**src/rtl/assert_macros.svh**
```systemverilog
// ----------------------------------------------------------------------------
// Assertion macros
// Clocked concurrent assertion helpers shared by the RTL.
// ----------------------------------------------------------------------------
`ifndef ASSERT_MACROS_SVH
`define ASSERT_MACROS_SVH

// property must hold at every clock edge out of reset
`define ASSERT_ALWAYS(label, clk, rst_n, prop) \
    label: assert property (@(posedge clk) disable iff (!(rst_n)) (prop)) \
        else $error("assertion failed");

// antecedent implies consequent in the next cycle
`define ASSERT_NEXT(label, clk, rst_n, ante, cons) \
    label: assert property (@(posedge clk) disable iff (!(rst_n)) (ante) |=> (cons)) \
        else $error("assertion failed");

`endif

```
**src/rtl/tta_pkg.sv**
```systemverilog
// ----------------------------------------------------------------------------
// Tag allocator package
// Field widths and operation / status codes of the tag allocator.
// ----------------------------------------------------------------------------
package tta_pkg;

    localparam int TAG_W    = 8;
    localparam int OP_W     = 2;
    localparam int STATUS_W = 2;

    typedef enum logic [OP_W-1:0] {
        OP_ALLOC      = 2'd0,
        OP_ALLOC_IDLE = 2'd1,
        OP_LOOKUP     = 2'd2,
        OP_RELEASE    = 2'd3
    } t_op;

    typedef enum logic [STATUS_W-1:0] {
        ST_OK        = 2'd0,
        ST_EXHAUSTED = 2'd1,
        ST_REFUSED   = 2'd2,
        ST_NOT_BUSY  = 2'd3
    } t_status;

endpackage

```
**src/rtl/tta_req_if.sv**
```systemverilog
// ----------------------------------------------------------------------------
// Tag allocator request channel
// Valid/ready channel carrying one operation item.
// ----------------------------------------------------------------------------
interface tta_req_if;
    logic                      valid;
    logic                      ready;
    logic [tta_pkg::OP_W-1:0]  operation;
    logic [tta_pkg::TAG_W-1:0] tag;

    modport source (output valid, output operation, output tag, input ready);
    modport sink   (input valid, input operation, input tag, output ready);
endinterface

```
**src/rtl/tta_rsp_if.sv**
```systemverilog
// ----------------------------------------------------------------------------
// Tag allocator result channel
// Valid/ready channel carrying one result item.
// ----------------------------------------------------------------------------
interface tta_rsp_if;
    logic                         valid;
    logic                         ready;
    logic [tta_pkg::TAG_W-1:0]    tag_out;
    logic [tta_pkg::STATUS_W-1:0] status;
    logic                         pool_idle;

    modport source (output valid, output tag_out, output status, output pool_idle,
                    input ready);
    modport sink   (input valid, input tag_out, input status, input pool_idle,
                    output ready);
endinterface

```
**src/rtl/transaction_tag_allocator_top.sv**
```systemverilog
// Result: a request item is held in the input register, and its result item in
//   the result register once the result side can take it.
// Throughput: one item per cycle while o_rsp.ready stays high; input register,
//   single-pass update of the free stack / busy bits, result register.
// Reset (i_rst_n low, synchronous): free stack reloaded with tag 1 on top,
//   all tags free, pipeline emptied.
// ----------------------------------------------------------------------------
// Transaction tag allocator
// LIFO free list of tags 1..SLOTS with per-tag busy bits; allocate,
// allocate-when-idle, lookup and release.
// ----------------------------------------------------------------------------
module transaction_tag_allocator_top #(
    parameter int SLOTS = 16
) (
    input  logic          i_clk,
    input  logic          i_rst_n,
    tta_req_if.sink       i_req,
    tta_rsp_if.source     o_rsp
);

`include "assert_macros.svh"

    localparam int TAG_W = tta_pkg::TAG_W;
    localparam int CNT_W = $clog2(SLOTS + 1);
    localparam int IDX_W = $clog2(SLOTS + 1);

    // input register
    logic                      r_in_valid;
    logic [tta_pkg::OP_W-1:0]  r_in_op;
    logic [TAG_W-1:0]          r_in_tag;

    // state; stack entry 0 is the top
    logic [TAG_W-1:0]          r_stack [SLOTS];
    logic [CNT_W-1:0]          r_count;
    logic [SLOTS:0]            r_busy;
    logic [TAG_W-1:0]          n_stack [SLOTS];
    logic [CNT_W-1:0]          n_count;
    logic [SLOTS:0]            n_busy;

    // result register
    logic                      r_out_valid;
    logic [TAG_W-1:0]          r_out_tag;
    tta_pkg::t_status          r_out_status;
    logic                      r_out_idle;

    logic                      adv;
    logic                      do_step;
    tta_pkg::t_op              op;
    logic                      in_range;
    logic                      tag_busy;
    logic                      pool_idle;
    logic [TAG_W-1:0]          res_tag;
    tta_pkg::t_status          res_status;

    assign adv         = !r_out_valid || o_rsp.ready;
    assign do_step     = r_in_valid && adv;
    assign i_req.ready = !r_in_valid || adv;

    assign op        = tta_pkg::t_op'(r_in_op);
    assign in_range  = (r_in_tag != '0) && (r_in_tag <= TAG_W'(SLOTS));
    assign tag_busy  = in_range && r_busy[r_in_tag[IDX_W-1:0]];
    assign pool_idle = (r_count == CNT_W'(SLOTS));

    always_comb begin
        n_stack    = r_stack;
        n_count    = r_count;
        n_busy     = r_busy;
        res_tag    = r_in_tag;
        res_status = tta_pkg::ST_OK;
        unique case (op)
            tta_pkg::OP_ALLOC, tta_pkg::OP_ALLOC_IDLE: begin
                res_tag = '0;
                if (op == tta_pkg::OP_ALLOC_IDLE && !pool_idle) begin
                    res_status = tta_pkg::ST_REFUSED;
                end else if (r_count == '0) begin
                    res_status = tta_pkg::ST_EXHAUSTED;
                end else begin
                    res_tag = r_stack[0];
                    n_busy[r_stack[0][IDX_W-1:0]] = 1'b1;
                    for (int k = 0; k < SLOTS - 1; k++) begin
                        n_stack[k] = r_stack[k+1];
                    end
                    n_count = r_count - CNT_W'(1);
                end
            end
            tta_pkg::OP_LOOKUP: begin
                res_status = tag_busy ? tta_pkg::ST_OK : tta_pkg::ST_NOT_BUSY;
            end
            tta_pkg::OP_RELEASE: begin
                if (tag_busy) begin
                    n_busy[r_in_tag[IDX_W-1:0]] = 1'b0;
                    n_stack[0] = r_in_tag;
                    for (int k = 1; k < SLOTS; k++) begin
                        n_stack[k] = r_stack[k-1];
                    end
                    n_count = r_count + CNT_W'(1);
                end else begin
                    res_status = tta_pkg::ST_NOT_BUSY;
                end
            end
            default: begin
                res_status = tta_pkg::ST_NOT_BUSY;
            end
        endcase
    end

    always_ff @(posedge i_clk) begin
        if (!i_rst_n) begin
            r_in_valid  <= 1'b0;
            r_out_valid <= 1'b0;
            r_count     <= CNT_W'(SLOTS);
            r_busy      <= '0;
            for (int k = 0; k < SLOTS; k++) begin
                r_stack[k] <= TAG_W'(k + 1);
            end
        end else begin
            if (i_req.valid && i_req.ready) begin
                r_in_valid <= 1'b1;
            end else if (adv) begin
                r_in_valid <= 1'b0;
            end
            if (do_step) begin
                r_out_valid <= 1'b1;
                r_stack     <= n_stack;
                r_count     <= n_count;
                r_busy      <= n_busy;
            end else if (o_rsp.ready) begin
                r_out_valid <= 1'b0;
            end
        end
    end

    always_ff @(posedge i_clk) begin
        if (i_req.valid && i_req.ready) begin
            r_in_op  <= i_req.operation;
            r_in_tag <= i_req.tag;
        end
        if (do_step) begin
            r_out_tag    <= res_tag;
            r_out_status <= res_status;
            r_out_idle   <= (n_count == CNT_W'(SLOTS));
        end
    end

    assign o_rsp.valid     = r_out_valid;
    assign o_rsp.tag_out   = r_out_tag;
    assign o_rsp.status    = r_out_status;
    assign o_rsp.pool_idle = r_out_idle;

    `ASSERT_ALWAYS(a_count_range, i_clk, i_rst_n, r_count <= CNT_W'(SLOTS))
    `ASSERT_ALWAYS(a_busy_matches_count, i_clk, i_rst_n, $countones(r_busy) == int'(SLOTS) - int'(r_count))
    `ASSERT_NEXT(a_tag_zero_never_busy, i_clk, i_rst_n, 1'b1, !r_busy[0])

endmodule
```
**src/flat_wrapper.sv**
```systemverilog
// flat-port wrapper written by rule: the top's interface ports become plain ports
module transaction_tag_allocator_top_flat 
#(
    parameter int SLOTS = 16
)
  (i_clk, i_rst_n, i_req_valid, i_req_operation, i_req_tag, i_req_ready, o_rsp_valid, o_rsp_tag_out, o_rsp_status, o_rsp_pool_idle, o_rsp_ready);
  tta_req_if i_req_i ();
  tta_rsp_if o_rsp_i ();
  input  logic i_clk;
  input  logic i_rst_n;
  input wire logic [$bits(i_req_i.valid)-1:0] i_req_valid;
  input wire logic [$bits(i_req_i.operation)-1:0] i_req_operation;
  input wire logic [$bits(i_req_i.tag)-1:0] i_req_tag;
  output wire logic [$bits(i_req_i.ready)-1:0] i_req_ready;
  output wire logic [$bits(o_rsp_i.valid)-1:0] o_rsp_valid;
  output wire logic [$bits(o_rsp_i.tag_out)-1:0] o_rsp_tag_out;
  output wire logic [$bits(o_rsp_i.status)-1:0] o_rsp_status;
  output wire logic [$bits(o_rsp_i.pool_idle)-1:0] o_rsp_pool_idle;
  input wire logic [$bits(o_rsp_i.ready)-1:0] o_rsp_ready;
  assign i_req_i.valid = i_req_valid;
  assign i_req_i.operation = i_req_operation;
  assign i_req_i.tag = i_req_tag;
  assign i_req_ready = i_req_i.ready;
  assign o_rsp_valid = o_rsp_i.valid;
  assign o_rsp_tag_out = o_rsp_i.tag_out;
  assign o_rsp_status = o_rsp_i.status;
  assign o_rsp_pool_idle = o_rsp_i.pool_idle;
  assign o_rsp_i.ready = o_rsp_ready;
  transaction_tag_allocator_top #(.SLOTS(SLOTS)) u_core (.i_clk(i_clk), .i_rst_n(i_rst_n), .i_req(i_req_i), .o_rsp(o_rsp_i));
endmodule
```
**config.mk**
```make
export PLATFORM = sky130hd
export DESIGN_NAME = transaction_tag_allocator_top_flat
export DESIGN_NICKNAME = d
export VERILOG_FILES = /design/src/rtl/tta_pkg.sv /design/src/rtl/tta_req_if.sv /design/src/rtl/tta_rsp_if.sv /design/src/rtl/transaction_tag_allocator_top.sv /design/src/flat_wrapper.sv
export VERILOG_INCLUDE_DIRS = /design/src /design/src/rtl
export SDC_FILE = /design/constraint.sdc
export NUM_CORES = 1
export LEC_CHECK = 0
export BUFFER_PORTS_ARGS = -buffer_cell sky130_fd_sc_hd__buf_2
export CAP_MARGIN = 10
export CELL_PAD_IN_SITES_DETAIL_PLACEMENT = 0
export CELL_PAD_IN_SITES_GLOBAL_PLACEMENT = 2
export CORE_UTILIZATION = 36
export DETAILED_ROUTE_END_ITERATION = 16
export GPL_ROUTABILITY_DRIVEN = 1
export PLACE_DENSITY = 0.73
export SYNTH_ARGS = -nofsm -noshare
export SYNTH_HDL_FRONTEND = slang
export SYNTH_SLANG_ARGS = --single-unit
```
**constraint.sdc**
```tcl
create_clock -name i_clk -period 2.5 [get_ports i_clk]
set_clock_uncertainty 0.1 [all_clocks]
set_input_delay 0.375 -clock i_clk [delete_from_list [all_inputs] [get_ports i_clk]]
set_output_delay 0.375 -clock i_clk [all_outputs]
set_load 0.02 [all_outputs]
```
==> run metrics <==
crit path cell chain mux4_2 -> a2bb2oi_4 -> nand3_2 -> a31oi_4 -> o21ai_4 -> buf_6 -> buf_16 -> a221oi_1 -> nor3b_1; crit path capture type flop; syn_nets between 800 and 900; combinational power share 0.131; GRT overflow 0; part of the cycle the worst path needs 1.08; Critical Path RT between 2 and 3 ns; commonest non-fill, non-tap cell in the layout dfxtp_1; # IOs 27; number of diodes 0; CTS tree built; Antenna Nets Post-Route 0; Fillers 1848; WP buf/inv 2; NumNets Final 894; drt first-iter violations between 500 and 600; Synth async-reset ratio 0; Synth Area per Inst between 9 and 10 um2; worst skew pair latency 0.43 ns; post-synthesis register bit count between 150 and 200; Layout Cell Area excl Fill 0.0106 mm2; FMAX 371 MHz; mux cell area share after synthesis 0.0140; startpoint class of the critical path flop; Die Y between 100 and 150 um; H-tree levels 4; area added between synthesis and finish 39.6%; Worst path max stage delay around 0.58 ns; Max Root-Sink Buffers 2; failing checks setup timing; worst hold path type input port to flop; critical path arrival just under 3 ns; Clk network pwr share 0.414; antenna violations before repair 0; Post-synth EDFFs 21; # hold bufs at CTS 0; number of vias per cell approximately 6; cells after synthesis around 820; normalized max-slew margin 0.548; starting density of the core 0.371; Synth Area in Compound Gates 0.232; DR vias between 6000 and 7000; Sequential Power Share 0.455; fraction of power spent switching nets 0.261; Pre-Repair DR Iteration Count 5; fin worst setup slack -0.195 ns; Synth Flop Type dfxtp_1; pwr dens 643 mW/mm2; Sw Pwr between 0.0015 and 0.002 W; Synth Area in Adders 0.00329; GRT Total Usage 0.192; main combinational cell family by area after synthesis compound AO/OA/AOI/OAI gates; Slew @ Worst Pin 0.678 ns; routed wire length approximately 23000 um; cell area after placement between 0.008 and 0.009 mm2; crit path max fanout 12; Finish-stage setup viols 133; clock slew at reported path FFs 0.07 ns; Die Area approximately 0.022 mm2; Core Area ~0.02 mm2; Clock Sinks roughly 170; Post-Synth Simple-Gate Area 0.212; leakage power a little under 4 nW; slowest cell on the critical path mux4_2; Sequential cell area 0.00367 mm2; CTS buffer count 17; IR drop worst, VDD roughly 0.34 mV; XOR/XNOR Fraction of Synth Area 0.00230; post-layout minimum cycle time roughly 2.7 ns; Hold Violations, Final 0; synthesis warning total 0; FP Rows 52; Port Buffer Count 26; vias in the first global route about 6300; Max Slew Vio Count 0; most frequent cells in the layout dfxtp_1 (151), nor2_1 (110), nor3b_1 (63); clock root buffer clkbuf_16; layout cells sized above 1 0.351; outcome complete, but fails checks; Die Span X 147 um; Final Wtd Congestion a little over 0.8; synthesized area ~0.0076 mm2; Remaining DRCs 0; first-pass GRT wire length around 33000 um; RSZ-0062 raised after global routing yes; DP HPWL roughly 12000 um; sequential share of the synthesized area 0.483; cell internal pwr roughly 0.0050 W; Top Family by Delay on Critical Path compound AO/OA/AOI/OAI gates; Wirelength per Cell 19.6 um; Cell variety after synth 62; max_cap viols 0; multi-input logic area about 0.0045 mm2; pre-CTS setup slack -0.250 ns; largest net degree at the start of global routing 155; Setup CP Type flop to flop
[worst reg2reg max path: cells and delay by family (launching register included)]
family | cells | cell delay, ns
compound gates | 4 | 0.62
mux | 1 | 0.58
flops | 1 | 0.55
simple gates | 2 | 0.37
buf+inv | 2 | 0.36
[final timing paths]
check | from | end | slack (ns) | cells after the start
min | i_req_tag[1] | u_core.r_in_tag[1]$_DFFE_PP_ | 0.02 | 1
min reg2reg | u_core.r_busy[0]$_SDFFE_PN0P_ | u_core.r_busy[0]$_SDFFE_PN0P_ | 0.37 | 2
max reg2reg | u_core.r_in_tag[1]$_DFFE_PP_ | u_core.r_stack[106]$_SDFFE_PN0P_ | -0.20 | 9
max | u_core.r_in_tag[1]$_DFFE_PP_ | u_core.r_stack[106]$_SDFFE_PN0P_ | -0.20 | 9
[final cells by class]
cell class / instances / share of cell area
Sequential cell: 173 / 0.346
Clock inverter: 12 / 0.0146
Multi-Input combinational cell: 552 / 0.422
Inverter: 9 / 0.00318
Tap cell: 270 / 0.0318
Timing Repair Buffer: 125 / 0.138
Clock buffer: 20 / 0.0441
[sequential cells by signal (all words and copies together), names as in the netlist, 2 cells and up]
register,flops
u_core.r_stack,128
u_core.r_busy,17
u_core.o_rsp.tag_out,8
u_core.r_in_tag,8
u_core.r_count,5
u_core.o_rsp.status,2
u_core.op,2
[through the flow]
| stage | hold slack, ns | power [W] | util | cells | setup TNS, ns |
|---|---|---|---|---|---|
| floorplan | 0.324 | 0.00355 | - | 818 | -0.00221 |
| global placement | 0.346 | 0.00375 | 0.408 | 1094 | -7.77 |
| CTS | 0.0124 | 0.00667 | 0.464 | 1144 | -11.74 |
| finish | 0.0244 | 0.00683 | 0.518 | 1161 | -15.80 |
| global route | 0.0118 | 0.00707 | 0.518 | 1161 | -31.67 |
| detailed placement | 0.345 | 0.00378 | 0.408 | 1094 | -17.26 |
[power groups by stage]
stage	Sequential [W]	Clock, W	Combinational (W)
after floorplan	0.00311	0	0.000443
after global placement	0.00313	0	0.000622
after detailed placement	0.00313	0	0.000643
after CTS	0.00308	0.00285	0.000736
after global routing	0.00312	0.00298	0.000965
final	0.00311	0.00283	0.000893
[synth_stat cells (5+ instances only)]
master | number | area, um2
a21boi_0 | 12 | 90.1
a21oi_1 | 14 | 70.1
a221oi_1 | 116 | 1020
a22o_1 | 6 | 52.6
a31oi_1 | 5 | 31.3
buf_2 | 26 | 130
clkbuf_1 | 50 | 188
dfxtp_1 | 152 | 3040
edfxtp_1 | 21 | 631
inv_1 | 8 | 30.0
mux2i_1 | 5 | 50.1
nand2_1 | 39 | 146
nand3_1 | 9 | 45.0
nor2_1 | 133 | 499
nor3_1 | 9 | 45.0
nor3b_1 | 84 | 631
o21ai_0 | 42 | 210
o21ai_1 | 10 | 50.1
[logic make-up (layout without fill, tap and decap cells)]
| group | after synthesis | count (layout) |
|---|---|---|
| DFF | 173 | 173 |
| and+or+nand+nor | 307 | 307 |
| adders and majority gates | 2 | 2 |
| xor gates and xnor gates | 2 | 2 |
| AOI/OAI and AO/OA | 233 | 233 |
| muxes | 8 | 8 |
| buffers and inverters | 93 | 166 |
[metal layers]
metal | up-vias | track usage | part of all wire
met3 | 23 | 0.0329 | 0.032
met4 | 0 | 0.0649 | 0.015
met1 | 3455 | 0.263 | 0.48
met2 | 148 | 0.304 | 0.47
li1 | 3218 | - | -
met5 | - | 0 | 0
[timing repair]
action / CTS / global route
buffers inserted: 12 / 3
setup endpoints to repair: 146 / 149
gates cloned: 6 / 14
gates resized for setup: 58 / 169
pin swaps: 7 / 30
Note: power is estimated with default switching activity, not from simulation.
